## src/rtl/bds_pkg.sv

```systemverilog
// Shared constants, types and register codes of the 5x5 box downsampler.
package bds_pkg;

    // Widths fixed by the register and pixel formats
    localparam int CW      = 10;   // source column / width
    localparam int RW      = 12;   // source row / height
    localparam int PXW     = 8;    // one color channel
    localparam int NCH     = 3;    // red, green, blue
    localparam int PADDR_W = 3;
    localparam int PDATA_W = 32;

    // Defaults for the top-level parameters
    localparam int MAX_OUT_WIDTH_DEF = 128;
    localparam int FACTOR_DEF        = 5;

    // Register reset values
    localparam logic [CW-1:0] WIDTH_RST  = CW'(350);
    localparam logic [RW-1:0] HEIGHT_RST = RW'(350);

    // Register select, taken from paddr[2]
    localparam logic REG_WIDTH  = 1'b0;
    localparam logic REG_HEIGHT = 1'b1;

    // Room for (block index + 2) * FACTOR
    typedef logic [CW+3:0] t_cext;
    typedef logic [RW+3:0] t_rext;

    // Position of one source pixel within the block grid
    typedef struct packed {
        logic [CW-1:0] bcol;      // block column index
        logic          bcol_ok;   // block column below the store depth
        logic          col_ph0;   // first pixel of a row segment
        logic          row_ph0;   // first row of a band
        logic          seg_end;   // last pixel of a row segment
        logic          in_rng;    // pixel lies in a whole output block
        logic          blk_last;  // bottom-right pixel of its block
        logic          eor;       // block is the last of its output row
        logic          eof;       // block is the last of the frame
    } t_pos;

endpackage

```

## src/rtl/bds_cfg.sv

```systemverilog
// Configuration registers of the box downsampler behind an APB-style port.
module bds_cfg (
    input  logic                         i_clk,
    input  logic                         i_rst_n,
    input  logic                         psel,
    input  logic                         penable,
    input  logic                         pwrite,
    input  logic [bds_pkg::PADDR_W-1:0]  paddr,
    input  logic [bds_pkg::PDATA_W-1:0]  pwdata,
    output logic [bds_pkg::PDATA_W-1:0]  prdata,
    output logic                         pready,
    output logic [bds_pkg::CW-1:0]       o_src_width,
    output logic [bds_pkg::RW-1:0]       o_src_height
);

    logic [bds_pkg::CW-1:0] r_width;
    logic [bds_pkg::RW-1:0] r_height;
    logic                   wr_en;

    assign pready = 1'b1;
    assign wr_en  = psel && penable && pwrite;

    always_ff @(posedge i_clk) begin
        if (!i_rst_n) begin
            r_width  <= bds_pkg::WIDTH_RST;
            r_height <= bds_pkg::HEIGHT_RST;
        end else if (wr_en) begin
            case (paddr[2])
                bds_pkg::REG_WIDTH:  r_width  <= pwdata[bds_pkg::CW-1:0];
                bds_pkg::REG_HEIGHT: r_height <= pwdata[bds_pkg::RW-1:0];
                default: ;
            endcase
        end
    end

    always_comb begin
        case (paddr[2])
            bds_pkg::REG_WIDTH:
                prdata = {{(bds_pkg::PDATA_W-bds_pkg::CW){1'b0}}, r_width};
            bds_pkg::REG_HEIGHT:
                prdata = {{(bds_pkg::PDATA_W-bds_pkg::RW){1'b0}}, r_height};
            default:
                prdata = '0;
        endcase
    end

    assign o_src_width  = r_width;
    assign o_src_height = r_height;

endmodule

```

## config.mk

```make
export PLATFORM = sky130hd
export DESIGN_NAME = bds_cfg
export DESIGN_NICKNAME = d
export VERILOG_FILES = /design/src/rtl/bds_pkg.sv /design/src/rtl/bds_cfg.sv
export SDC_FILE = /design/constraint.sdc
export NUM_CORES = 1
export LEC_CHECK = 0
export BUFFER_PORTS_ARGS = -buffer_cell sky130_fd_sc_hd__buf_2
export CAP_MARGIN = 0
export CORE_UTILIZATION = 42
export CTS_CLUSTER_DIAMETER = 60
export DETAILED_ROUTE_END_ITERATION = 16
export GPL_TIMING_DRIVEN = 0
export PLACE_DENSITY_LB_ADDON = 0.3
export SLEW_MARGIN = 40
export SYNTH_ARGS = -nofsm -noshare
export SYNTH_HDL_FRONTEND = slang
export SYNTH_SLANG_ARGS = --single-unit
export TNS_END_PERCENT = 50
```

## constraint.sdc

```tcl
create_clock -name i_clk -period 1.5 [get_ports i_clk]
set_input_delay 0.3 -clock i_clk [delete_from_list [all_inputs] [get_ports i_clk]]
set_output_delay 0.3 -clock i_clk [all_outputs]
set_load 0.02 [all_outputs]
```

### Word level (Yosys, flattened, before mapping)

Cells that the tools add are included.

| operators by class | value |
|---|---|
| mux-type cells | 1 |
| reduce and logical (&&, ||, !) cells | 4 |
| bitwise gates (word level) | 1 |

Operators by type and width:

| operator | number |
|---|---|
| case mux 32 bit (2 select lines) | 1 |
| AND reduction 2 bit | 2 |
| logical AND 1 bit | 2 |
| inverter 1 bit | 1 |

| word-level totals | value |
|---|---|
| word-level logic and storage cells | 8 |
| input port bits | 40 |
| output and inout bits | 55 |
| register bits | 22 |

### Depth between registers and ports, before layout

| depth | value |
|---|---|
| depth after elaboration | 3 |
| gate-level depth with buffers | 3 |
| depth with buffers taken out | 2 |

### Worst setup path before layout

OpenSTA, ideal clock, no wires.

| path | value |
|---|---|
| path type | input -> output |
| start point | in paddr[2] in the netlist's numbering |
| end point | out prdata[1] in the netlist's numbering |
| data required time | 1.200 ns |
| cell stages on the path | 2 |
| data arrival time | 0.877 ns |
| path slack | 0.323 ns |
| buffers on the path | 1 |
| cell sequence | buf_2 -> mux2_2 |

| on the way | value |
|---|---|
| word-level cells in the longest chain between the ends | 2 |

RTL lines:

| what | line | source |
|---|---|---|
| start: declaration | bds_cfg.sv:8 | `input logic [bds_pkg::PADDR_W-1:0] paddr,` |
| inverter 1 bit (no line) | - |  |
| case mux 32 bit (2 select lines) * | bds_cfg.sv:37 | `case (paddr[2])` |
| end: declaration | bds_cfg.sv:10 | `output logic [bds_pkg::PDATA_W-1:0] prdata,` |

Mark *: on every way between the ends. The rest lies on a longest branch, timed or not. The select of a mux whose other input is x is not followed.

### Worst setup path after layout

| path | value |
|---|---|
| start point | in paddr[2] in the netlist's numbering |
| end point | out prdata[2] in the netlist's numbering |

The elaborated chain is that of the path after synthesis.

==> impl_metrics.ini <==
[outcome]
status = completed

[synth]
ys_warn_count = 0
synth.avg_cell_area_um2 = 9.61
synth_cell_types = 14
synthAdderAreaFrac_pct = 0
synth_top_family_by_area = multiplexers
synthMuxAreaShare_pct = 27.9
synth_seq_area_share_pct = 37.0
synth_compound_area_share_pct = 0
synth-seq-cells = 22
synth_simple_gate_area_share_pct = 18.4
synth_xor_area_share_pct = 0
syn-cell-area_um2 = 1190
netlist_instances = 124

[clock_network]
cts-root-buf = clkbuf_4
cts.clk_slew.worst_paths_ns = 0.11
clk_latency_ns = 0.29
clock_sinks = 22
cts_tree = yes
cts_buffer_depth = 2
cts.htree.levels = 1
post-cts-setup-buffer-count = 0
ctsHoldBuffers = 0
cts_made_buffers = 3

[sta]
rsz0062_at_grt = no
fmax_mhz = 693
skew_ns = 0
drv_slew = 0
tns_ns = 0
post-route-period-util_pct = 96.2
final_hold_viol_count = 0
fin_crit_ns = 1.44
setup_viol = 0

[global_route]
grt_overflow = 0
grt_pass1_vias = 950
grt_max_degree = 12
antenna_found_initial = 0
grt_pass1_wl_um = 4260
grt.total_usage_pct = 17.3

[final_layout]
fin_util_pct = 61.7
final_common_cell = buf_2
area_growth_pct = 33.0
n_antenna_cell = 0
most-common-layout-cells = 53 x buf_2, 22 x mux2i_1, 22 x buf_4, 22 x dfxtp_1, 21 x conb_1
layout-drive-gt1-share_pct = 45.2
finalInstanceArea_um2 = 1580
layout.nets = 239

[critical_path]
cp-end-kind = primary output
ff2ff_path_depth = 2
slowest_delay_ns = 0.35
cp-start-kind = primary input
crit_chain = buf_2 > buf_6 > mux2_2 > buf_2
worstPathMaxFanout = 10
crit_slowest_cell = mux2_2
critical_path_class = primary input to primary output
critical_path_arrival_ns = 1.14
worstPathRequired_ns = 1.20
cp_common_cell = buf_2

[run]
drv_cap = 0

[power]
peakVddDrop_v = 0.000644
p_leak_nw = 0.812
power.density_nw_per_um2 = 698

[floorplan]
die-area_um2 = 3050
row_count = 18
ios = 95
initial_utilization_pct = 46.4
core_area_um2 = 2570
dieWidth_um = 55.3
die_h_um = 55.3

[routing]
ant_nets = 0
drc = 0
vias_per_cell = 4.54
vias = 1031
drt_iter0_markers = 15
drt_first_pass_iters = 3
wl_per_cell_um = 11.2
totalWireLength_um = 2540

[place]
hpwl_um = 1970
gp_congestion = 0.791
place_area_um2 = 1560
io_buffers = 51

[worst_hold_path]
hp-class = primary input to flip-flop
min_path_cells = 3
cells in the mapped netlist:
cell | instances | area, µm²
buf_4 | 22 | 165
dfxtp_1 | 22 | 440
mux2i_1 | 22 | 220
nor2b_1 | 18 | 113
nand2_1 | 16 | 60.1
mux2_2 | 10 | 113
buf_2 | 3 | 15.0
clkbuf_1 | 3 | 11.3
and2_1 | 2 | 12.5
conb_1 | 2 | 7.51
and4_1 | 1 | 8.76
and4b_1 | 1 | 10.0
nand4_1 | 1 | 6.26
nand4b_1 | 1 | 8.76
cell families (layout without fill, tap and decap cells):
| logic type | after synthesis | count (layout) |
|---|---|---|
| DFF | 22 | 22 |
| and+or+nand+nor | 40 | 40 |
| buffers and inverters | 28 | 82 |
| muxes | 32 | 32 |
| other | 2 | 21 |
path summary, 6_finish.rpt:
check / from / endpoint / slack, ns
worst max-delay path: paddr[2] / prdata[2] / 0.06
worst min-delay path: pwdata[10] / o_src_height[10]$_SDFFE_PN0P_ / 0.24
worst max register to register: o_src_width[6]$_SDFFE_PN1P_ / o_src_width[6]$_SDFFE_PN1P_ / 0.86
worst min register to register: o_src_height[10]$_SDFFE_PN0P_ / o_src_height[10]$_SDFFE_PN0P_ / 0.47
stage by stage:
stage               cells  hold WS, ns  setup WS, ns  power [mW]
floorplan             143        0.442         0.323       0.795
global placement      224        0.453       -0.0312       0.852
detailed placement    224        0.462       -0.0515       0.856
CTS                   227        0.234        0.0241        1.11
global route          227        0.236        0.0208        1.17
finish                227        0.244        0.0575        1.11
critical path: cells and delay by family:
family	cells	cell delay (ns)
buffers and inverters	3	0.49
multiplexers	1	0.35
what timing repair did:
| item | 4_1_cts | 5_1_grt |
|---|---|---|
| resized for setup | 1 | 1 |
| gates cloned | 0 | 0 |
| setup endpoints to repair | 8 | 8 |
state kept, by name (all words and copies together), names as in the netlist:
| signal | count |
|---|---|
| o_src_width | 10 |
| o_src_height | 12 |
cell type report:
type,count,area (µm²)
buffer,28,198
clock buffer,3,22.5
fill,253,983
multi-input combinational,93,631
sequential,22,440
tap,30,37.5
timing repair buffer,51,255
power breakdown:
group          switching (mW)  internal (mW)  total (mW)  leakage [nW]
Clock                   0.164         0.0934       0.258        0.0138
Sequential            0.00882          0.597       0.606         0.179
Combinational           0.138          0.104       0.242         0.619
Total                   0.311          0.794        1.11         0.812
layer usage:
metal / global-route usage [%] / vias to the layer above / share of wire (%)
met2: 31.7 / 47 / 49
met5: 0 / - / 0
met1: 20.2 / 465 / 43
met3: 3.75 / 2 / 7.5
li1: - / 517 / -
met4: 4.29 / 0 / 0.51
(Power assumes the default switching activity.)
