==> config.mk <==
export PLATFORM = sky130hd
export DESIGN_NAME = bds_accum
export DESIGN_NICKNAME = d
export VERILOG_FILES = /design/src/rtl/bds_pkg.sv /design/src/rtl/bds_accum.sv
export SDC_FILE = /design/constraint.sdc
export NUM_CORES = 2
export LEC_CHECK = 0
export BUFFER_PORTS_ARGS = -buffer_cell sky130_fd_sc_hd__buf_4
export CAP_MARGIN = 10
export CORE_ASPECT_RATIO = 1.4
export CORE_MARGIN = 4
export CORE_UTILIZATION = 25
export CTS_CLUSTER_SIZE = 30
export DETAILED_ROUTE_END_ITERATION = 10
export PLACE_DENSITY = 0.41
export SYNTH_ARGS = -nofsm -noshare
export SYNTH_HDL_FRONTEND = slang
export SYNTH_MEMORY_MAX_BITS = 65536
export SYNTH_SLANG_ARGS = --single-unit
==> constraint.sdc <==
create_clock -name i_clk -period 26.9 [get_ports i_clk]
set_input_delay 1.345 -clock i_clk [delete_from_list [all_inputs] [get_ports i_clk]]
set_output_delay 1.345 -clock i_clk [all_outputs]
set_load 0.01 [all_outputs]
==> src/rtl/bds_pkg.sv <==
// Shared constants, types and register codes of the 5x5 box downsampler.
package bds_pkg;

    // Widths fixed by the register and pixel formats
    localparam int CW      = 10;   // source column / width
    localparam int RW      = 12;   // source row / height
    localparam int PXW     = 8;    // one color channel
    localparam int NCH     = 3;    // red, green, blue
    localparam int PADDR_W = 3;
    localparam int PDATA_W = 32;

    // Defaults for the top-level parameters
    localparam int MAX_OUT_WIDTH_DEF = 128;
    localparam int FACTOR_DEF        = 5;

    // Register reset values
    localparam logic [CW-1:0] WIDTH_RST  = CW'(350);
    localparam logic [RW-1:0] HEIGHT_RST = RW'(350);

    // Register select, taken from paddr[2]
    localparam logic REG_WIDTH  = 1'b0;
    localparam logic REG_HEIGHT = 1'b1;

    // Room for (block index + 2) * FACTOR
    typedef logic [CW+3:0] t_cext;
    typedef logic [RW+3:0] t_rext;

    // Position of one source pixel within the block grid
    typedef struct packed {
        logic [CW-1:0] bcol;      // block column index
        logic          bcol_ok;   // block column below the store depth
        logic          col_ph0;   // first pixel of a row segment
        logic          row_ph0;   // first row of a band
        logic          seg_end;   // last pixel of a row segment
        logic          in_rng;    // pixel lies in a whole output block
        logic          blk_last;  // bottom-right pixel of its block
        logic          eor;       // block is the last of its output row
        logic          eof;       // block is the last of the frame
    } t_pos;

endpackage

==> src/rtl/bds_accum.sv <==
// Pixel input register, band sum store, block average and result register.
module bds_accum #(
    parameter int MAX_OUT_WIDTH = bds_pkg::MAX_OUT_WIDTH_DEF,
    parameter int FACTOR        = bds_pkg::FACTOR_DEF
) (
    input  logic                    i_clk,
    input  logic                    i_rst_n,
    input  logic                    i_valid,
    output logic                    o_ready,
    input  bds_pkg::t_pos           i_pos,
    input  logic [bds_pkg::PXW-1:0] i_red_in,
    input  logic [bds_pkg::PXW-1:0] i_green_in,
    input  logic [bds_pkg::PXW-1:0] i_blue_in,
    output logic                    o_valid,
    input  logic                    i_ready,
    output logic [bds_pkg::PXW-1:0] o_red_out,
    output logic [bds_pkg::PXW-1:0] o_green_out,
    output logic [bds_pkg::PXW-1:0] o_blue_out,
    output logic                    o_end_of_row,
    output logic                    o_end_of_frame
);

    localparam int PXW    = bds_pkg::PXW;
    localparam int NCH    = bds_pkg::NCH;
    localparam int AREA   = FACTOR * FACTOR;
    localparam int SW     = $clog2(AREA * 255 + 1);
    localparam int AW     = (MAX_OUT_WIDTH > 1) ? $clog2(MAX_OUT_WIDTH) : 1;
    // sum / AREA as (sum * RECIP) >> SHIFT, exact for every SW-bit sum
    localparam int SHIFT  = SW + $clog2(AREA);
    localparam int MW     = SW + 2;
    localparam int PW     = SW + MW;
    localparam logic [MW-1:0] RECIP = MW'(((1 << SHIFT) + AREA - 1) / AREA);

    logic [NCH-1:0][SW-1:0]  r_mem [MAX_OUT_WIDTH];

    logic                    r_in_valid;
    bds_pkg::t_pos           r_pos;
    logic [NCH-1:0][PXW-1:0] r_px;
    logic [NCH-1:0][SW-1:0]  r_rd;
    logic [NCH-1:0][SW-1:0]  r_hsum;
    logic                    r_seg_any;
    logic                    r_fresh;
    logic                    r_out_valid;
    logic [NCH-1:0][PXW-1:0] r_out_px;
    logic                    r_eor;
    logic                    r_eof;

    logic                    stage_go;
    logic                    accept;
    logic                    consume;
    logic                    emit;
    logic                    rd_en;
    logic                    wr_en;
    logic [AW-1:0]           rd_addr;
    logic [AW-1:0]           wr_addr;
    logic                    base_fresh;
    logic                    new_any;
    logic [NCH-1:0][SW-1:0]  new_hsum;
    logic [NCH-1:0][SW-1:0]  total;
    logic [NCH-1:0][PW-1:0]  prod;
    logic [NCH-1:0][PXW-1:0] quot;

    assign stage_go = !r_out_valid || i_ready;
    assign o_ready  = !r_in_valid || stage_go;
    assign accept   = i_valid && o_ready;
    assign consume  = r_in_valid && stage_go;

    assign emit     = r_pos.blk_last && r_pos.in_rng;
    assign rd_en    = accept && i_pos.col_ph0 && i_pos.bcol_ok;
    assign rd_addr  = i_pos.bcol[AW-1:0];
    assign wr_addr  = r_pos.bcol[AW-1:0];

    // Row segment: FACTOR pixels of one block on one row, summed here and
    // folded into the store once at the segment's end.
    always_comb begin
        base_fresh = r_pos.col_ph0 ? (r_pos.in_rng && r_pos.row_ph0) : r_fresh;
        new_any    = r_pos.in_rng || (!r_pos.col_ph0 && r_seg_any);
        for (int c = 0; c < NCH; c++) begin
            new_hsum[c] = (r_pos.col_ph0 ? '0 : r_hsum[c])
                        + (r_pos.in_rng ? SW'(r_px[c]) : '0);
            total[c]    = new_hsum[c] + (base_fresh ? '0 : r_rd[c]);
            prod[c]     = PW'(total[c]) * PW'(RECIP);
            quot[c]     = prod[c][SHIFT +: PXW];
        end
    end

    assign wr_en = consume && r_pos.seg_end && new_any;

    always_ff @(posedge i_clk) begin
        if (wr_en) begin
            r_mem[wr_addr] <= total;
        end
        if (rd_en) begin
            // bypass a write to the same entry in this cycle
            if (wr_en && (wr_addr == rd_addr)) begin
                r_rd <= total;
            end else begin
                r_rd <= r_mem[rd_addr];
            end
        end
    end

    always_ff @(posedge i_clk) begin
        if (!i_rst_n) begin
            r_in_valid  <= 1'b0;
            r_out_valid <= 1'b0;
            r_seg_any   <= 1'b0;
            r_fresh     <= 1'b0;
        end else begin
            if (o_ready) begin
                r_in_valid <= i_valid;
            end
            if (stage_go) begin
                r_out_valid <= r_in_valid && emit;
            end
            if (consume) begin
                r_seg_any <= new_any;
                r_fresh   <= base_fresh;
            end
        end
    end

    always_ff @(posedge i_clk) begin
        if (accept) begin
            r_pos   <= i_pos;
            r_px[0] <= i_red_in;
            r_px[1] <= i_green_in;
            r_px[2] <= i_blue_in;
        end
        if (consume) begin
            r_hsum <= new_hsum;
        end
        if (consume && emit) begin
            r_out_px <= quot;
            r_eor    <= r_pos.eor;
            r_eof    <= r_pos.eof;
        end
    end

    assign o_valid        = r_out_valid;
    assign o_red_out      = r_out_px[0];
    assign o_green_out    = r_out_px[1];
    assign o_blue_out     = r_out_px[2];
    assign o_end_of_row   = r_eor;
    assign o_end_of_frame = r_eof;

    a_eof_has_eor: assert property (@(posedge i_clk) disable iff (!i_rst_n)
        o_valid |-> (!o_end_of_frame || o_end_of_row))
        else $error("end of frame without end of row");

    a_emit_writes_back: assert property (@(posedge i_clk) disable iff (!i_rst_n)
        (consume && emit) |-> wr_en)
        else $error("block result without store update");

    a_emit_shows: assert property (@(posedge i_clk) disable iff (!i_rst_n)
        (consume && emit) |=> o_valid)
        else $error("block result not presented");

    a_empty_ready: assert property (@(posedge i_clk) disable iff (!i_rst_n)
        !r_in_valid |-> o_ready)
        else $error("input stalled with empty input register");

endmodule

After elaboration in Yosys (flattened, before gate mapping)
Memory sizes are Yosys's and may differ from the RTL's. A register that Yosys moved wholly into a read port is not among the register bits.
Index checks and enable logic that the tools add are counted.
Word-level totals
  register bits after elaboration: 107
  memory bits (writable): 4992
  bits of input ports: 46
  output and inout port bits: 28
  word-level logic and storage cells: 62
  memories: 1
Operators by class
  add/subtract/negate cells: 6
  multiply operators: 3
  muxes and demuxes: 12
  reduce and logical (&&, ||, !) cells: 17
Memories
  r_mem: words 128, bits a word 39, read ports 1, clocked after Yosys merged registers in 1, wr ports 1, line bds_accum.sv:34  | logic [NCH-1:0][SW-1:0] r_mem [MAX_OUT_WIDTH];
Operator list (number)
  two-way mux 13 bit: 6
  multiplier 13 x 13 -> 25 bit, second input constant: 3
  adder 13 bit: 3
  adder 13 x 8 -> 13 bit: 3
  two-way mux 8 bit: 3
  logical AND 1 bit: 11
  zero test 1 bit: 3
  logical OR 1 bit: 3
  two-way mux 1 bit: 3

Longest topological paths before layout
  depth after elaboration: 7
  mapped depth: 37
  mapped depth without buffers: 35

Worst setup path after synthesis
OpenSTA, ideal clock, no wires.
  path type: register to register
  start: reg r_pos[6] in the netlist's numbering
  end: reg r_out_px, in the netlist o_blue_out[6] (data pin)
  setup time: 0.258 ns
  arrival: 12.357 ns
  data required time: 26.642 ns
  setup slack: 14.286 ns
  cell stages (with the launch flop): 36
  path buffers: 4
  clock period less this slack: 12.614 ns
  cell sequence: edfxtp_1 -> clkbuf_1 -> clkbuf_1 -> clkbuf_1 -> nor2b_1 -> ha_1 -> nor2b_1 -> o31a_1 -> o211ai_1 -> nand2_1 -> a21oi_1 -> xnor2_1 -> ha_1 -> clkbuf_1 -> and3_1 -> a211oi_1 -> xnor2_1 -> inv_1 -> xnor2_1 -> ha_1 -> a21o_1 -> ha_1 -> fa_1 -> fa_1 -> inv_1 -> fa_1 -> inv_1 -> ha_1 -> and3_1 -> o2111ai_1 -> nor2_1 -> a211oi_1 -> nor3_1 -> o31a_1 -> nor2_1 -> xnor2_1
RTL lines
  start: declaration: line bds_accum.sv:37  | bds_pkg::t_pos r_pos;
  start signal: assignment: line bds_accum.sv:125  | r_pos <= i_pos;
  end signal: assignment: line bds_accum.sv:134  | r_out_px <= quot;
  end: declaration: line bds_accum.sv:44  | logic [NCH-1:0][PXW-1:0] r_out_px;

==> results by group <==
STA
  • Max Slew Vio Count: 0
  • Min cycle time layout: 10100 ps
  • Worst-margin pin slew: 1336 ps
  • Worst slew margin: 10.61%
  • Fin Setup TNS: 0 ps
  • Fmax: 0.09896 GHz
  • RSZ-0062 raised after global routing: no
  • Final setup vio count: 0
  • Clk_skew: 104.6 ps
  • Final hold violations: 0
  • Period utilization: 37.56%

Clock tree
  • Maximum clock path buffer count: 5
  • Hold-fix buffers, CTS: 0
  • Cts repair resizes: 0
  • Number of CTS-inserted buffers: 494
  • TritonCTS Sinks: 5138
  • Root Driver: clkbuf_16
  • CTS tree: yes
  • Skew-Pair Late Insertion Delay: 1070 ps
  • H-tree levels: 5
  • Setup bufs post-CTS: 0
  • Clock-pin slew on the worst setup and hold paths: 60 ps

Route
  • Final ANT Viol Nets: 0
  • Initial DRC count: 8430
  • Wire per inst: 30.83 um
  • Drt drc: 0
  • Via density per instance: 4.587
  • Routed via count: 95270
  • Total routed wirelength: 640300 um
  • DRT Pass-1 Iters: 6

Yosys
  • Syn_nets: 9446
  • Post-Synth Simple-Gate Area: 1.180%
  • Mean Syn Cell Area: 23.23 sq um
  • Post-Synth XOR/XNOR Area: 0.5375%
  • Largest family of logic cells by synthesized area: multiplexers
  • Seq/Total Area, Yosys: 74.54%
  • Post-Syn Area: 206900 sq um
  • Post-Syn Instances: 8908
  • Post-Synth Adder-Cell Area: 3.548%
  • Synthesis warning total: 0
  • Mux cell area share after synthesis: 17.93%
  • Yosys reg bits: 5138
  • Asr flop ratio synth: 0%
  • Number of flops mapped to enable cells by yosys: 5134
  • Compound-Gate Fraction of Synth Area: 0.7902%
  • Post-synth top flop: edfxtp_1
  • Post-synth cell types: 60

Setup path
  • Crit-path slowest cell: edfxtp_1
  • R2r endpoint: o_green_out[7]
  • Crit path DAT: 10900 ps
  • CP max FO: 70
  • R2r setup slk: 16800 ps
  • Reg-to-reg startpoint: r_pos[3]
  • Kind of critical path: reg2reg
  • Largest stage delay on the critical path: 900 ps
  • Worst Setup SP: r_pos[3]
  • Critical path startpoint category: flip-flop
  • Worst Path Required: 27690 ps
  • Setup crit end kind: flip-flop
  • Reg2reg path depth: 32

Power
  • Power Dens Cells: 94.91 nW/um^2
  • Design Power: 22.66 mW
  • Lkg Pwr: 73.93 nW
  • Max VDD drop: 166.5 uV

Global route
  • Gr usage total: 14.91%
  • First-pass GRT wire length: 869800 um
  • Initial antenna violation count: 60
  • Number of global-route vias before repair: 101700
  • Total congestion overflow: 0
  • Pin count of the biggest net entering global routing: 129

Floorplanning
  • Die height: 1085 um
  • Floorplan row count: 395
  • Core area: 825800 sq um
  • Total Die Area: 842600 sq um
  • Initial core utilization: 25.06%
  • Die Wd: 776.9 um
  • I/O pin total: 74

Finish
  • Share of layout cells above drive strength 1: 29.60%
  • Final nets: 9923
  • # fillers: 80050
  • Layout area overhead: 15.37%
  • Register area: 154200 sq um
  • Footprint of the multi-input gates: 50850 sq um
  • Post-route cell area: 238800 sq um

Hold path
  • Critical hold path startpoint: r_pos[1]
  • WHS Endpoint: o_end_of_row
  • WHS Path Cells: 0
  • Hold Crit Class: reg2reg

Placed design
  • Post-place instance area: 223100 sq um
  • Hpwl dp: 371900 um
  • RePlAce Congestion: 0.7585
  • Port Buffer Count: 70

Run
  • Max Cap Violations: 0

Outcome
  • Outcome: finished, final reports clean
## synthesized netlist by cell type (29+ instances only)
master / n / area, sq um
fa_1: 158 / 3163
a21oi_1: 87 / 435.4
a21o_1: 39 / 292.8
xor2_1: 33 / 289.0
and2_1: 66 / 412.9
a211oi_1: 30 / 225.2
o21ai_0: 43 / 215.2
nor2b_1: 66 / 412.9
nand2_1: 87 / 326.6
nor2_1: 187 / 701.9
xnor2_1: 81 / 709.4
inv_1: 329 / 1235
edfxtp_1: 5134 / 154200
nand3_1: 29 / 145.1
buf_1: 44 / 165.2
clkbuf_1: 220 / 825.8
mux4_2: 1638 / 36890
buf_2: 120 / 600.6
ha_1: 334 / 4179
## cell type report
cell class	instances	share of cell area, %
Clock inverter	278	1.083
Inverter	329	0.5392
Tap cell	10920	5.721
Sequential cell	5138	64.60
Multi-Input combinational cell	3033	21.30
Timing Repair Buffer	389	1.296
Antenna cell	82	0.08594
Clock buffer	601	5.372
## metrics by stage
stage	hold WS [ps]	utilization, %	cells	setup slack (ps)
2_1_floorplan	400.3	-	8908	14290
3_3_place_gp	414.7	27.01	19800	16630
3_5_place_dp	421.2	27.02	19810	16640
4_1_cts	361.4	28.89	20690	16560
5_1_grt	399.0	28.91	20750	15890
6_report	423.0	28.91	20770	16800
## cells in the final DEF (no fill, tap or decap), drive strengths merged, types with 10 or more instances in the layout
| cell | n |
|---|---|
| nor2b | 66 |
| ha | 334 |
| and2 | 66 |
| a211oi | 30 |
| nand2 | 87 |
| o21bai | 10 |
| clkinvlp | 29 |
| fa | 158 |
| clkinv | 191 |
| nand3 | 29 |
| a21oi | 87 |
| nor2 | 187 |
| nor3 | 22 |
| mux2i | 17 |
| o21ai | 43 |
| a21o | 39 |
| mux4 | 1638 |
| diode | 82 |
| bufinv | 45 |
| nand2b | 10 |
| buf | 388 |
| xnor2 | 81 |
| inv | 342 |
| xor2 | 33 |
| edfxtp | 5134 |
| clkbuf | 602 |
## flip-flops by register name, indices dropped and copies added (netlist names), 8 cells and up
signal / count
o_blue_out: 8
r_px: 24
r_mem: 4992
o_green_out: 8
r_rd: 39
o_red_out: 8
r_pos: 14
r_hsum: 39
## kinds of logic (layout without fill, tap and decap cells)
group	count (synthesis)	count (layout)
compound gates	256	256
xor+xnor	119	119
fa+ha+maj	492	492
buf+inv	737	1597
flops	5138	5138
mux	1659	1659
other cells	0	82
simple gates	507	507
## how the worst max path moves through the flow
stage	endpoint	slack, ps	cells past startpoint
3_5_place_dp	o_green_out[7]	16640	32
6_report	o_green_out[7]	16800	32
5_1_grt	o_green_out[7]	15890	33
3_3_place_gp	o_green_out[7]	16630	33
2_1_floorplan	o_blue_out[6]	14290	35
4_1_cts	o_green_out[7]	16560	32
## per-layer routing
layer	part of all wire (%)	up-vias	track usage, %
met4	3.2	4	4.716
met1	38	53520	17.63
li1	-	38550	-
met2	55	2495	27.96
met5	0.0036	-	0
met3	4.3	697	1.782
## power by group
part / total (mW) / leakage (nW) / internal (mW) / switching, mW
sequential: 9.66 / 46.3 / 9.65 / 0.00996
combinational: 6.17 / 20.2 / 2.28 / 3.89
clock: 6.83 / 7.47 / 3.80 / 3.02
total: 22.7 / 73.9 / 15.7 / 6.92
## critical path, delay by kind of cell (launching register included)
kind                       cells  cell delay [ps]
and+or+nand+nor                5             1150
DFF                            1              900
buffers and inverters          5             1550
AOI/OAI and AO/OA             11             2380
adders and majority gates      7             2940
xor gates and xnor gates       4              910
(Power assumes the default switching activity.)
