## src/rtl/bds_pkg.sv

```systemverilog
// Shared constants, types and register codes of the 5x5 box downsampler.
package bds_pkg;

    // Widths fixed by the register and pixel formats
    localparam int CW      = 10;   // source column / width
    localparam int RW      = 12;   // source row / height
    localparam int PXW     = 8;    // one color channel
    localparam int NCH     = 3;    // red, green, blue
    localparam int PADDR_W = 3;
    localparam int PDATA_W = 32;

    // Defaults for the top-level parameters
    localparam int MAX_OUT_WIDTH_DEF = 128;
    localparam int FACTOR_DEF        = 5;

    // Register reset values
    localparam logic [CW-1:0] WIDTH_RST  = CW'(350);
    localparam logic [RW-1:0] HEIGHT_RST = RW'(350);

    // Register select, taken from paddr[2]
    localparam logic REG_WIDTH  = 1'b0;
    localparam logic REG_HEIGHT = 1'b1;

    // Room for (block index + 2) * FACTOR
    typedef logic [CW+3:0] t_cext;
    typedef logic [RW+3:0] t_rext;

    // Position of one source pixel within the block grid
    typedef struct packed {
        logic [CW-1:0] bcol;      // block column index
        logic          bcol_ok;   // block column below the store depth
        logic          col_ph0;   // first pixel of a row segment
        logic          row_ph0;   // first row of a band
        logic          seg_end;   // last pixel of a row segment
        logic          in_rng;    // pixel lies in a whole output block
        logic          blk_last;  // bottom-right pixel of its block
        logic          eor;       // block is the last of its output row
        logic          eof;       // block is the last of the frame
    } t_pos;

endpackage

```

## src/rtl/bds_pos.sv

```systemverilog
// Source position counters and block-grid flags for the next input pixel.
module bds_pos #(
    parameter int MAX_OUT_WIDTH = bds_pkg::MAX_OUT_WIDTH_DEF,
    parameter int FACTOR        = bds_pkg::FACTOR_DEF
) (
    input  logic                   i_clk,
    input  logic                   i_rst_n,
    input  logic                   i_adv,
    input  logic [bds_pkg::CW-1:0] i_src_width,
    input  logic [bds_pkg::RW-1:0] i_src_height,
    output bds_pkg::t_pos          o_pos
);

    localparam int PH_W = $clog2(FACTOR);
    localparam logic [PH_W-1:0] PH_LAST = PH_W'(FACTOR - 1);
    localparam int CW = bds_pkg::CW;
    localparam int RW = bds_pkg::RW;

    logic [CW-1:0]   r_col,  n_col;
    logic [RW-1:0]   r_row,  n_row;
    logic [PH_W-1:0] r_cph,  n_cph;
    logic [PH_W-1:0] r_rph,  n_rph;
    logic [CW-1:0]   r_bcol, n_bcol;
    logic [RW-1:0]   r_brow, n_brow;

    logic [CW:0]     col_inc;
    logic [RW:0]     row_inc;
    logic            col_wrap;
    logic            row_wrap;
    bds_pkg::t_cext  c_end, c_nxt;
    bds_pkg::t_rext  r_end, r_nxt;
    logic            bcol_ok;
    logic            col_in, col_last;
    logic            row_in, row_last;

    assign col_inc  = {1'b0, r_col} + {{CW{1'b0}}, 1'b1};
    assign row_inc  = {1'b0, r_row} + {{RW{1'b0}}, 1'b1};
    assign col_wrap = col_inc >= {1'b0, i_src_width};
    assign row_wrap = row_inc >= {1'b0, i_src_height};

    // Block k covers columns up to (k+1)*FACTOR-1; it is whole if that end fits
    assign c_end = (bds_pkg::t_cext'(r_bcol) + bds_pkg::t_cext'(1))
                   * bds_pkg::t_cext'(FACTOR);
    assign c_nxt = c_end + bds_pkg::t_cext'(FACTOR);
    assign r_end = (bds_pkg::t_rext'(r_brow) + bds_pkg::t_rext'(1))
                   * bds_pkg::t_rext'(FACTOR);
    assign r_nxt = r_end + bds_pkg::t_rext'(FACTOR);

    assign bcol_ok  = bds_pkg::t_cext'(r_bcol) < bds_pkg::t_cext'(MAX_OUT_WIDTH);
    assign col_in   = bcol_ok && (c_end <= bds_pkg::t_cext'(i_src_width));
    assign col_last = (bds_pkg::t_cext'(r_bcol) + bds_pkg::t_cext'(1)
                       == bds_pkg::t_cext'(MAX_OUT_WIDTH))
                   || (c_nxt > bds_pkg::t_cext'(i_src_width));
    assign row_in   = r_end <= bds_pkg::t_rext'(i_src_height);
    assign row_last = r_nxt > bds_pkg::t_rext'(i_src_height);

    always_comb begin
        n_col  = r_col;
        n_row  = r_row;
        n_cph  = r_cph;
        n_rph  = r_rph;
        n_bcol = r_bcol;
        n_brow = r_brow;
        if (i_adv) begin
            if (col_wrap) begin
                n_col  = '0;
                n_cph  = '0;
                n_bcol = '0;
                if (row_wrap) begin
                    n_row  = '0;
                    n_rph  = '0;
                    n_brow = '0;
                end else begin
                    n_row = row_inc[RW-1:0];
                    if (r_rph == PH_LAST) begin
                        n_rph  = '0;
                        n_brow = r_brow + {{(RW-1){1'b0}}, 1'b1};
                    end else begin
                        n_rph = r_rph + {{(PH_W-1){1'b0}}, 1'b1};
                    end
                end
            end else begin
                n_col = col_inc[CW-1:0];
                if (r_cph == PH_LAST) begin
                    n_cph  = '0;
                    n_bcol = r_bcol + {{(CW-1){1'b0}}, 1'b1};
                end else begin
                    n_cph = r_cph + {{(PH_W-1){1'b0}}, 1'b1};
                end
            end
        end
    end

    always_ff @(posedge i_clk) begin
        if (!i_rst_n) begin
            r_col  <= '0;
            r_row  <= '0;
            r_cph  <= '0;
            r_rph  <= '0;
            r_bcol <= '0;
            r_brow <= '0;
        end else begin
            r_col  <= n_col;
            r_row  <= n_row;
            r_cph  <= n_cph;
            r_rph  <= n_rph;
            r_bcol <= n_bcol;
            r_brow <= n_brow;
        end
    end

    always_comb begin
        o_pos          = '0;
        o_pos.bcol     = r_bcol;
        o_pos.bcol_ok  = bcol_ok;
        o_pos.col_ph0  = (r_cph == '0);
        o_pos.row_ph0  = (r_rph == '0);
        // a segment also ends early when the row wraps short of a block edge
        o_pos.seg_end  = (r_cph == PH_LAST) || col_wrap;
        o_pos.in_rng   = col_in && row_in;
        o_pos.blk_last = (r_cph == PH_LAST) && (r_rph == PH_LAST);
        o_pos.eor      = col_last;
        o_pos.eof      = col_last && row_last;
    end

endmodule

```

## config.mk

```make
export PLATFORM = sky130hd
export DESIGN_NAME = bds_pos
export DESIGN_NICKNAME = d
export VERILOG_FILES = /design/src/rtl/bds_pkg.sv /design/src/rtl/bds_pos.sv
export SDC_FILE = /design/constraint.sdc
export NUM_CORES = 1
export LEC_CHECK = 0
export BUFFER_PORTS_ARGS = -buffer_cell sky130_fd_sc_hd__buf_2
export CAP_MARGIN = 0
export CORE_MARGIN = 2
export CORE_UTILIZATION = 64
export CTS_BUF_LIST = sky130_fd_sc_hd__clkbuf_4 sky130_fd_sc_hd__clkbuf_8
export CTS_CLUSTER_DIAMETER = 150
export DETAILED_ROUTE_END_ITERATION = 7
export PLACE_DENSITY = 0.83
export SLEW_MARGIN = 20
export SYNTH_ARGS = -nofsm -noshare
export SYNTH_HDL_FRONTEND = slang
export SYNTH_SLANG_ARGS = --single-unit
export TNS_END_PERCENT = 100
```

## constraint.sdc

```tcl
create_clock -name i_clk -period 5.2 [get_ports i_clk]
set_clock_uncertainty 0.2 [all_clocks]
set_input_delay 0.52 -clock i_clk [delete_from_list [all_inputs] [get_ports i_clk]]
set_output_delay 0.52 -clock i_clk [all_outputs]
set_load 0.1 [all_outputs]
```

Word-level counts from Yosys, hierarchy flattened
Index checks and enable logic that the tools add are counted.
{"block": "word_totals", "ff_bits": 50, "in_bits": 25, "output_inout_bits": 18, "wordCells": 51}
{"block": "op_classes", "n_addsub": 10, "multipliers": 2, "order_cmp": 7, "eq_ne": 3, "mux": 10, "n_reduce_logical": 13}
{"op": "$mux W12", "count": 3}
{"op": "$mux W10", "count": 3}
{"op": "$add A12 B1 Y13 const B", "count": 2}
{"op": "$add A10 B1 Y11 const B", "count": 2}
{"op": "$add A16 B3 Y16 const B", "count": 1}
{"op": "$gt A16 B12 Y1", "count": 1}
{"op": "$le A16 B12 Y1", "count": 1}
{"op": "$mul A13 B3 Y16 const B", "count": 1}
{"op": "$add A14 B3 Y14 const B", "count": 1}
{"op": "$gt A14 B10 Y1", "count": 1}
{"op": "$le A14 B10 Y1", "count": 1}
{"op": "$mul A14 B3 Y14 const B", "count": 1}
{"op": "$ge A13 B12 Y1", "count": 1}
{"op": "$add A12 B1 Y12 const B", "count": 1}
{"op": "$mux W3", "count": 4}
{"op": "$eq A11 B8 Y1 const B", "count": 1}
{"op": "$ge A11 B10 Y1", "count": 1}
{"op": "$add A10 B1 Y10 const B", "count": 1}
{"op": "$lt A10 B8 Y1 const B", "count": 1}
{"op": "$add A3 B1 Y3 const B", "count": 2}
{"op": "$eq A3 B3 Y1 const B", "count": 2}
{"op": "$logic_not A3 Y1", "count": 2}
{"op": "$logic_and A1 B1 Y1", "count": 4}
{"op": "$reduce_and A2 Y1", "count": 2}
{"op": "other kinds (3)", "count": 5}

Depth between registers and ports, before layout
Gate-level depths: netlist of run 1.
{"block": "depth", "word_depth": 6, "depth_mapped": 21, "ltp_nobuf": 21}

Worst setup path before layout of run 1
Ideal clock, no wire load.
{"block": "synth_timing", "kind": "reg2out", "startpoint": "reg r_bcol[2]", "endpoint": "out o_pos[3] in the netlist's numbering", "arrival_time_ns": 7.216, "required_ns": 4.480, "path_slack_ns": -2.736, "stages_incl_launch_ff": 19, "path_buffers": 1, "cell_sequence": "dfxtp_1 > buf_2 > nand3_1 > xor2_1 > inv_1 > ha_1 > ha_1 > fa_1 > a21o_1 > a21oi_2 > o21ai_1 > a221oi_4 > ha_1 > nand2_1 > a21oi_1 > a221o_1 > o31ai_1 > nand4_1 > nor4_1"}
{"item": "start: declaration", "line_no": "bds_pos.sv:23", "rtl": "logic [CW-1:0] r_bcol, n_bcol;"}
{"item": "start signal: assignment", "line_no": "bds_pos.sv:107", "rtl": "r_bcol <= n_bcol;"}
{"item": "end: declaration", "line_no": "bds_pos.sv:11", "rtl": "output bds_pkg::t_pos o_pos"}

==> flow_metrics.tcl, run 1 <==
set metrics [dict create \
    setup_viol 2 \
    startpoint_type "register" \
    first_pass_iters 6 \
    worst_path_most_repeated_cell "a21o_1" \
    tightest_slew_ns 1.046 \
    maxSlewViolCount 0 \
    wl_mm 19.01 \
    yosys.cell_types.count 74 \
    portBuffers 42 \
    peakVddDrop_uv 140.1 \
    ys_seq_elements 50 \
    cpPeakStageDelay_ns 0.40 \
    hp-start "r_row[11]" \
    clk_pin_slew_ns 0.11 \
    antenna_found_initial 0 \
    grt_pass1_wl_mm 27.56 \
    worstPathArrival_ns 4.89 \
    slew_headroom_pct 30.22 \
    finalInstanceArea_mm2 0.007405 \
    outcome "complete, but fails checks" \
    synth.avg_cell_area_um2 7.980 \
    htreeDepth 2 \
    final_cells 939 \
    max_freq_mhz 178.2 \
    via_count 6334 \
    hold_viol 0 \
    timing.rr.start "r_row[0]" \
    violations "setup timing" \
    slowest_stage "fa_2" \
    setup_tns_ns -0.6129 \
    ys_async_sr_fraction_pct 0 \
    num_antenna_cells 0 \
    leakagePower_nw 3.532 \
    finalWorstSetupSlack_ns -0.4116 \
    syn_inst 739 \
    placedCellCount 891 \
    fin_crit_ns 5.612 \
    synth_nets 876 \
    rows 35 \
    start_util_pct 64.74 \
    powerDensity_mw_per_mm2 105.3 \
    fp.dieW_um 99.99 \
    min_path_type "reg -> reg" \
    min_period_over_period_pct 107.9 \
    die_h_um 99.99 \
    synth_warnings 0 \
    drt_iter0_markers 624 \
    root_buffer "clkbuf_8" \
    drc_errors 0 \
    cp_data_required_time_ns 4.48 \
    grt_overflow_total 0 \
    dieArea_mm2 0.009998 \
    ant_nets 0 \
    final_util_pct 81.29 \
    dp_hpwl_mm 11.31 \
    drv_cap 0 \
    cts.path.max_buffers 2 \
    grt_pass1_vias 5975 \
    worst-setup-path-type "reg -> out" \
    path_max_fanout 5 \
    grt_setup_unrepaired "true" \
    viasPerCell 6.745 \
    placed_area_mm2 0.006476 \
    critPathCaptureType "output port" \
    grt_max_degree 33 \
    ctsHoldBuffers 0 \
    ys_seq_area_share_pct 16.97 \
    place_congestion 0.9447 \
    final_cell_mix "86 x ha_1, 66 x nand2_1, 57 x buf_4" \
    cts_sinks 50 \
    finalPower_mw 0.7796 \
    final_nets 964 \
    cts_tree "yes" \
    netlist_area_mm2 0.005897 \
    wire_per_inst_um 20.25 \
    drive_gt1_share_pct 26.45 \
    clk_latency_ns 0.31 \
    coreArea_mm2 0.009109 \
    setup.worst_path.start "r_brow[0]" \
    layout_commonest_cell "ha_1" \
    synthToLayoutAreaGrowth_pct 25.57 \
    synth_ff_type "dfxtp_1" \
    io-pin-count 43 \
    cts_buffers 5 \
    cp_cell_sequence "ha_4, nor2b_1, or2_4, buf_4, ha_4, fa_2, a21o_1, nand4_1, nand2_1, nor2_2, xnor2_2, buf_4, buf_4, xnor2_4, ha_4, a21o_1, a21o_1, a21oi_2, o211ai_1, a21o_1, o31a_2, buf_12" \
    synth-edff-count 0 \
    track_usage_pct 33.65 \
]
-- report_power, final --
group	total (mW)	leakage [nW]	internal [mW]	switching, mW
Combinational	0.104	3.06	0.0372	0.0666
Sequential	0.384	0.412	0.381	0.00240
Clock	0.292	0.0562	0.144	0.148
-- per-layer routing --
metal	GRT usage [%]	vias to the layer above	part of all wire, %
li1	-	2844	-
met1	41.30	3004	40
met2	58.32	379	48
met3	6.128	107	6.9
met4	13.49	0	5.0
met5	0	-	0
-- worst paths after layout --
path | to | slack [ns] | cells past startpoint
min reg2reg | r_row[11] | 0.27 | 2
max reg2reg | r_brow[1] | 0.84 | 14
min | r_row[11] | 0.27 | 2
max | o_pos[0] | -0.41 | 22
-- state kept, by name (all words and copies together) (netlist names) --
register	cells
r_cph	3
r_row	12
r_bcol	10
r_col	10
r_rph	3
r_brow	12
-- what timing repair did --
action,in CTS,in global routing
pin swaps,41,35
setup endpoints to repair,3,3
resized for setup,51,38
endpoints found under the hold margin,0,0
buffers inserted,19,21
-- final cells by class --
class                           count  area, um2
Clock buffer                        5      68.82
Clock inverter                      3      42.54
Fill cell                         553       1704
Inverter                           45      173.9
Multi-Input combinational cell    624       5255
Sequential cell                    50       1035
Tap cell                          111      138.9
Timing Repair Buffer              101      690.7
-- stage by stage --
stage / hold WS (ns) / setup slack [ns]
after floorplan: 0.2363 / -0.06303
after global placement: 0.2446 / 0.05168
after detailed placement: 0.2514 / -0.08260
after CTS: 0.2666 / -0.06738
after global routing: 0.3061 / -0.5384
final: 0.2665 / -0.4116
-- cell usage after synthesis (3+ instances only) --
master | n | share of area (%)
a21o_1 | 22 | 2.8
a21oi_1 | 40 | 3.4
a221o_1 | 3 | 0.51
a22o_1 | 5 | 0.74
a22oi_1 | 8 | 1.0
a31oi_1 | 4 | 0.42
and2_1 | 11 | 1.2
and3_1 | 11 | 1.2
and4_1 | 6 | 0.89
buf_2 | 5 | 0.42
buf_4 | 4 | 0.51
clkbuf_1 | 9 | 0.57
dfxtp_1 | 50 | 17
ha_1 | 110 | 23
inv_1 | 44 | 2.8
mux2i_1 | 3 | 0.51
nand2_1 | 68 | 4.3
nand2b_1 | 7 | 0.74
nand3_1 | 32 | 2.7
nand3b_1 | 7 | 0.89
nand4_1 | 13 | 1.4
nand4b_1 | 3 | 0.45
nor2_1 | 59 | 3.8
nor2b_1 | 11 | 1.2
nor3_1 | 19 | 1.6
o211a_1 | 3 | 0.51
o211ai_1 | 4 | 0.51
o21a_1 | 8 | 1.0
o21ai_0 | 30 | 2.5
o22ai_1 | 4 | 0.42
o31ai_1 | 5 | 0.64
or2_2 | 5 | 0.53
or3_1 | 5 | 0.53
xnor2_1 | 42 | 6.2
xor2_1 | 29 | 4.3
-- cells by family (layout without fill, tap and decap cells) --
family	count (synthesis)	count (layout)	share of synthesized area, %
and+or+nand+nor	268	268	23.00
AOI/OAI and AO/OA	167	167	19.71
adders and majority gates	112	112	24.02
xor gates and xnor gates	73	73	11.10
buffers and inverters	65	154	4.498
DFF	50	50	16.97
muxes	4	4	0.7002
-- worst max-delay path: cells and delay by family (launching register included) --
kind	cells	cell delay, ns
AO/OA/AOI/OAI	7	1.38
buffers and inverters	4	0.64
adder cells (fa/ha/maj)	4	1.04
flip-flops	1	0.39
XOR/XNOR	2	0.28
AND/OR/NAND/NOR	5	0.83
No activity file was read; power rests on OpenSTA's default activity.
==> inputs of run 2 (changes only) <==
--- a/config.mk
+++ b/config.mk
@@ -8,11 +8,10 @@
 export BUFFER_PORTS_ARGS = -buffer_cell sky130_fd_sc_hd__buf_2
 export CAP_MARGIN = 0
 export CORE_MARGIN = 2
-export CORE_UTILIZATION = 64
-export CTS_BUF_LIST = sky130_fd_sc_hd__clkbuf_4 sky130_fd_sc_hd__clkbuf_8
+export CORE_UTILIZATION = 63
 export CTS_CLUSTER_DIAMETER = 150
 export DETAILED_ROUTE_END_ITERATION = 7
-export PLACE_DENSITY = 0.83
+export PLACE_DENSITY = 0.82
 export SLEW_MARGIN = 20
 export SYNTH_ARGS = -nofsm -noshare
 export SYNTH_HDL_FRONTEND = slang
==> run 2 against run 1 <==
Net effect:
- the run still ends with setup timing left
- worst hold slack worse by 0.0036 ns
- fmax is 2.1% higher
- die area is 1.5% higher
- clock-buffer cell count stayed put
- cell area is 0.22% lower
- via count is 6.9% lower
- clock power is 2% higher
- power is 0.66% higher
- critical path depth is 1 lower
- critical path type unchanged
==> flow_metrics.tcl, run 2 (synthesized netlist as in run 1, its figures left out) <==
set metrics [dict create \
    final_util_pct 80.72 \
    start_util_pct 64.43 \
    htreeDepth 2 \
    fin_crit_ns 5.494 \
    setup_viol 2 \
    dp_hpwl_mm 11.36 \
    grt_overflow_total 0 \
    finalPower_mw 0.7847 \
    worstPathArrival_ns 4.77 \
    timing.rr.end "r_brow[9]" \
    hold_viol 0 \
    wl_mm 16.71 \
    worst-setup-path-type "reg -> out" \
    grt_setup_unrepaired "true" \
    startpoint_type "register" \
    violations "setup timing" \
    min_period_over_period_pct 105.7 \
    p_int_mw 0.5651 \
    wire_per_inst_um 17.92 \
    ant_nets 0 \
    swShare_pct 27.98 \
    cts_buffers 5 \
    tightest_slew_ns 1.047 \
    slew_headroom_pct 30.09 \
    power.share.sequential_pct 48.9 \
    min_to "r_row[11]" \
    top_regs "r_brow: 12 flops, r_row: 12 flops" \
    ctsHoldBuffers 0 \
    track_usage_pct 30.83 \
    cp_data_required_time_ns 4.48 \
    grt_pass1_vias 5563 \
    final_nets 957 \
    clkPwrFrac_pct 38.1 \
    whs_ns 0.2630 \
    finalWorstSetupSlack_ns -0.2945 \
    drt_iter0_markers 318 \
    combPwrFrac_pct 13.0 \
    fp.dieW_um 100.7 \
    io-pin-count 43 \
    root_buffer "clkbuf_8" \
    drc_errors 0 \
    path_max_fanout 4 \
    clk_pin_slew_ns 0.11 \
    via_count 5895 \
    dieArea_mm2 0.01015 \
    grt_pass1_wl_mm 25.70 \
    worstRegToRegCells 14 \
    die_h_um 100.7 \
    final_cell_mix "90 x ha_1, 68 x nand2_1, 52 x nor2_1" \
    rows 35 \
    place_congestion 0.9343 \
    timing.rr.start "r_col[0]" \
    drv_cap 0 \
    clk_latency_ns 0.32 \
    viasPerCell 6.325 \
    num_antenna_cells 0 \
    pre_cts_ws_ns -0.02309 \
    cts_tree "yes" \
    drive_gt1_share_pct 26.43 \
    nFillCells 585 \
    synthToLayoutAreaGrowth_pct 25.29 \
    outcome "complete, but fails checks" \
    hp-start "r_row[11]" \
    min_path_type "reg -> reg" \
    first_pass_iters 5 \
    maxSlewViolCount 0 \
    holdPathStages 2 \
    coreArea_mm2 0.009153 \
    portBuffers 42 \
    powerDensity_mw_per_mm2 106.2 \
    r2r_slack_ns 0.94 \
    p_switching_mw 0.2196 \
    peakVddDrop_uv 177.7 \
    cts.path.max_buffers 2 \
    leakagePower_nw 3.526 \
    layout_commonest_cell "ha_1" \
    max_freq_mhz 182.0 \
    grt_max_degree 33 \
    cts_sinks 50 \
    critPathCaptureType "output port" \
    antenna_found_initial 0 \
]
run 2: critical path, cell delays in order (launching register included):
cell and delay, ns:
dfxtp_4 0.38, ha_4 0.17, and3_4 0.18, a21boi_0 0.26
or2_4 0.22, ha_4 0.21, ha_4 0.17, a21o_1 0.20
a31oi_2 0.20, nand2_1 0.14, xnor2_2 0.23, and4_4 0.27
nand2_1 0.07, xnor2_1 0.16, ha_1 0.31, a21o_1 0.18
a21o_1 0.14, a21oi_1 0.11, o211ai_1 0.11, a21o_1 0.18
o31a_2 0.38, buf_12 0.18
run 2: how the worst max path moves through the flow:
| stage | start | to | slack (ns) | cells after the start |
|---|---|---|---|---|
| 4_1_cts | r_brow[0] | o_pos[0] | -0.02 | 20 |
| 5_1_grt | r_brow[0] | o_pos[0] | -0.46 | 21 |
| 6_report | r_brow[0] | o_pos[0] | -0.29 | 21 |
| 3_3_place_gp | r_brow[0] | o_pos[0] | 0.04 | 21 |
| 3_5_place_dp | r_brow[0] | o_pos[0] | -0.02 | 22 |
| 2_1_floorplan | r_bcol[0] | o_pos[3] | -0.06 | 18 |
run 2: repair_timing:
item	CTS	global route
setup endpoints to repair	3	3
setup buffers	12	20
pin swaps	42	44
resized for setup	52	50
run 2: layout make-up:
class	count	area, um2	area share (%)
multi-input cells	624	5269	71.31
flip-flops and latches	50	1033	13.99
repair buffers	94	653.1	8.840
inverters	45	176.4	2.388
well taps	111	138.9	1.880
clock buffers	5	68.82	0.9314
clock inverters	3	48.80	0.6605
run 2: through the flow:
stage,instances,setup TNS [ns],cell area [um2]
detailed placement,892,-0.02309,6484
global route,932,-0.9019,7388
CTS,912,-0.01635,6994
global placement,892,0,6484
floorplan,739,-0.06303,6080
finish,932,-0.4854,7388
run 2: power groups by stage:
stage | clock [mW] | combinational [mW] | sequential (mW)
global route | 0.316 | 0.114 | 0.384
global placement | 0 | 0.0932 | 0.393
CTS | 0.298 | 0.0987 | 0.384
finish | 0.299 | 0.102 | 0.384
detailed placement | 0 | 0.0975 | 0.393
floorplan | 0 | 0.0676 | 0.393
run 2: metal layers:
layer  vias up  wire length [um]  GRT usage (%)
met5         -                 0              0
met4         0               421          10.01
met3        46               816          4.022
met2       233              8125          52.46
met1      2794              7342          40.29
li1       2822                 -              -
==> inputs of run 3 (changes only) <==
--- a/config.mk
+++ b/config.mk
@@ -11,6 +11,7 @@
 export CORE_UTILIZATION = 63
 export CTS_CLUSTER_DIAMETER = 150
 export DETAILED_ROUTE_END_ITERATION = 7
+export MAX_ROUTING_LAYER = met4
 export PLACE_DENSITY = 0.82
 export SLEW_MARGIN = 20
 export SYNTH_ARGS = -nofsm -noshare
==> constraint.sdc (replaced) <==
create_clock -name i_clk -period 6.2 [get_ports i_clk]
set_clock_uncertainty 0.2 [all_clocks]
set_input_delay 0.31 -clock i_clk [delete_from_list [all_inputs] [get_ports i_clk]]
set_output_delay 0.31 -clock i_clk [all_outputs]
set_load 0.1 [all_outputs]
==> run 3 against run 2 <==
Net effect:
- wire length fell by 17%
- register-to-register slack improved by 0.95 ns
- first-iteration DRC count fell by 29%
- sequential share of layout area rose by 1.9 points
- die area did not move
- critical path depth rose by 1
- power fell by 17%
- the flow now finishes without violations
- combinational power fell by 19%
- critical endpoint unchanged
- clock-buffer cell count did not move
- highest routed layer unchanged
- core utilization fell by 12 points
- sequential power fell by 15%
- global-route usage fell by 2.1 points
==> flow_metrics.tcl, run 3 (synthesized netlist as in run 1, its figures left out) <==
set metrics [dict create \
    grt_overflow_total 0 \
    tightest_slew_ns 1.008 \
    top_regs "r_brow: 12 flops, r_row: 12 flops" \
    p_switching_mw 0.1763 \
    hp-start "i_adv" \
    nFillCells 762 \
    worst_path_most_repeated_cell "ha_1" \
    startpoint_type "register" \
    cp_cell_sequence "ha_1, and3_1, nand4_1, and2_1, or2_2, ha_1, ha_1, and4_1, a21oi_1, o21ai_0, a21oi_1, xor2_2, inv_1, xnor2_1, ha_1, nand4_1, nor2_1, o21ai_0, o211ai_1, a21o_1, o31a_1, clkbuf_4" \
    first_pass_iters 4 \
    wl_mm 13.89 \
    dp_hpwl_mm 11.35 \
    layout_commonest_cell "ha_1" \
    grt_max_degree 33 \
    clk_pin_slew_ns 0.11 \
    placed_area_mm2 0.006187 \
    start_util_pct 64.43 \
    setup_tns_ns 0 \
    peakVddDrop_uv 99.61 \
    final_cell_mix "110 x ha_1, 68 x nand2_1, 59 x nor2_1" \
    drt_iter0_markers 226 \
    wire_per_inst_um 15.73 \
    rows 35 \
    max_freq_mhz 170.9 \
    root_buffer "clkbuf_8" \
    timing.rr.start "r_row[0]" \
    finalPower_mw 0.6518 \
    coreArea_mm2 0.009153 \
    maxSlewViolCount 0 \
    holdPathStages 3 \
    slew_headroom_pct 32.78 \
    grt_pass1_wl_mm 23.49 \
    worstRegToRegCells 13 \
    synthToLayoutAreaGrowth_pct 7.066 \
    cts_tree "yes" \
    clkPwrFrac_pct 37.5 \
    cts.path.max_buffers 2 \
    power.share.sequential_pct 49.9 \
    setup_viol 0 \
    via_count 5405 \
    setup.worst_path.start "r_brow[0]" \
    hold_viol 0 \
    cts_sinks 50 \
    worstPathArrival_ns 5.34 \
    leakagePower_nw 3.218 \
    swShare_pct 27.05 \
    outcome "finished clean" \
    viasPerCell 6.121 \
    min_to "r_cph[1]" \
    fp.dieW_um 100.7 \
    min_path_type "in -> reg" \
    final_util_pct 68.98 \
    track_usage_pct 28.76 \
    cpPeakStageDelay_ns 0.49 \
    grt_setup_unrepaired "false" \
    critPathCaptureType "output port" \
    ant_nets 0 \
    timing.rr.end "r_brow[9]" \
    drv_cap 0 \
    seqCellArea_mm2 0.001001 \
    die_h_um 100.7 \
    clk_latency_ns 0.32 \
    powerDensity_mw_per_mm2 103.2 \
    combPwrFrac_pct 12.7 \
    drc_errors 0 \
    portBuffers 42 \
    num_antenna_cells 0 \
    fin_crit_ns 5.852 \
    htreeDepth 2 \
    slowest_stage "dfxtp_1" \
    final_nets 908 \
    drive_gt1_share_pct 9.585 \
    place_congestion 0.9445 \
    cts_buffers 5 \
    dieArea_mm2 0.01015 \
    grt_pass1_vias 5269 \
    cp_data_required_time_ns 5.69 \
    multi_input_area_mm2 0.004653 \
    worst-setup-path-type "reg -> out" \
    finalInstanceArea_mm2 0.006314 \
    path_max_fanout 9 \
    postCtsSetupBuffers 0 \
    p_int_mw 0.4754 \
    antenna_found_initial 0 \
    min_period_over_period_pct 94.38 \
    io-pin-count 43 \
    r2r_slack_ns 1.89 \
]
## run 3: changes by cell type in the layout (fill, tap and decap cells not counted), sizes merged
cell      delta
buf         -50
clkbuf       +1
clkinv       +1
clkinvlp     -1
## run 3: timing repair
| item | CTS | global route |
|---|---|---|
| hold buffers | 0 | 0 |
| endpoints found under the setup margin | 0 | 2 |
| hold endpoints to repair | 0 | 0 |
| resized for setup | 0 | 2 |
## run 3: layout make-up
class                      count  share of cell area, %
clock inverter                 3                 0.7531
tap                          111                  2.200
timing repair buffer          45                  3.726
clock buffer                   5                  1.090
multi-input combinational    624                  73.70
sequential                    50                  15.85
inverter                      45                  2.675
## run 3: stage by stage
| step | hold WS (ns) | instances | worst slack [ns] |
|---|---|---|---|
| 4_1_cts | 0.1848 | 883 | 0.3347 |
| 3_3_place_gp | 0.2447 | 875 | 0.9392 |
| 6_report | 0.1837 | 883 | 0.3482 |
| 5_1_grt | 0.2020 | 883 | 0.007545 |
| 2_1_floorplan | 0.2363 | 739 | 0.2605 |
| 3_5_place_dp | 0.2537 | 875 | 0.7015 |
## run 3: power groups by stage
stage,Sequential (mW),Clock (mW),Combinational [mW]
4_1_cts,0.325,0.248,0.0822
3_5_place_dp,0.332,0,0.0817
3_3_place_gp,0.332,0,0.0774
5_1_grt,0.325,0.257,0.0921
6_report,0.325,0.244,0.0825
2_1_floorplan,0.332,0,0.0563
## run 3: worst max path at each step
stage | end | slack (ns) | cells after the start
2_1_floorplan | o_pos[3] | 0.26 | 18
3_3_place_gp | o_pos[0] | 0.94 | 21
3_5_place_dp | o_pos[0] | 0.70 | 22
4_1_cts | o_pos[0] | 0.33 | 22
5_1_grt | o_pos[0] | 0.008 | 22
6_report | o_pos[0] | 0.35 | 22
## run 3: metal layers
metal	track usage [%]	up-vias	part of all wire, %
met5	-	-	0
met4	9.484	0	2.7
met3	2.566	33	2.9
met2	51.13	108	51
met1	34.07	2528	44
li1	-	2736	-
## run 3: worst max-delay path, delay by kind of cell (launching register included)
kind                       cells  cell delay (ns)
DFF                            1             0.49
and+or+nand+nor                7             1.30
adders and majority gates      4             1.21
AOI/OAI and AO/OA              7             1.26
xor gates and xnor gates       2             0.37
buffers and inverters          2             0.40
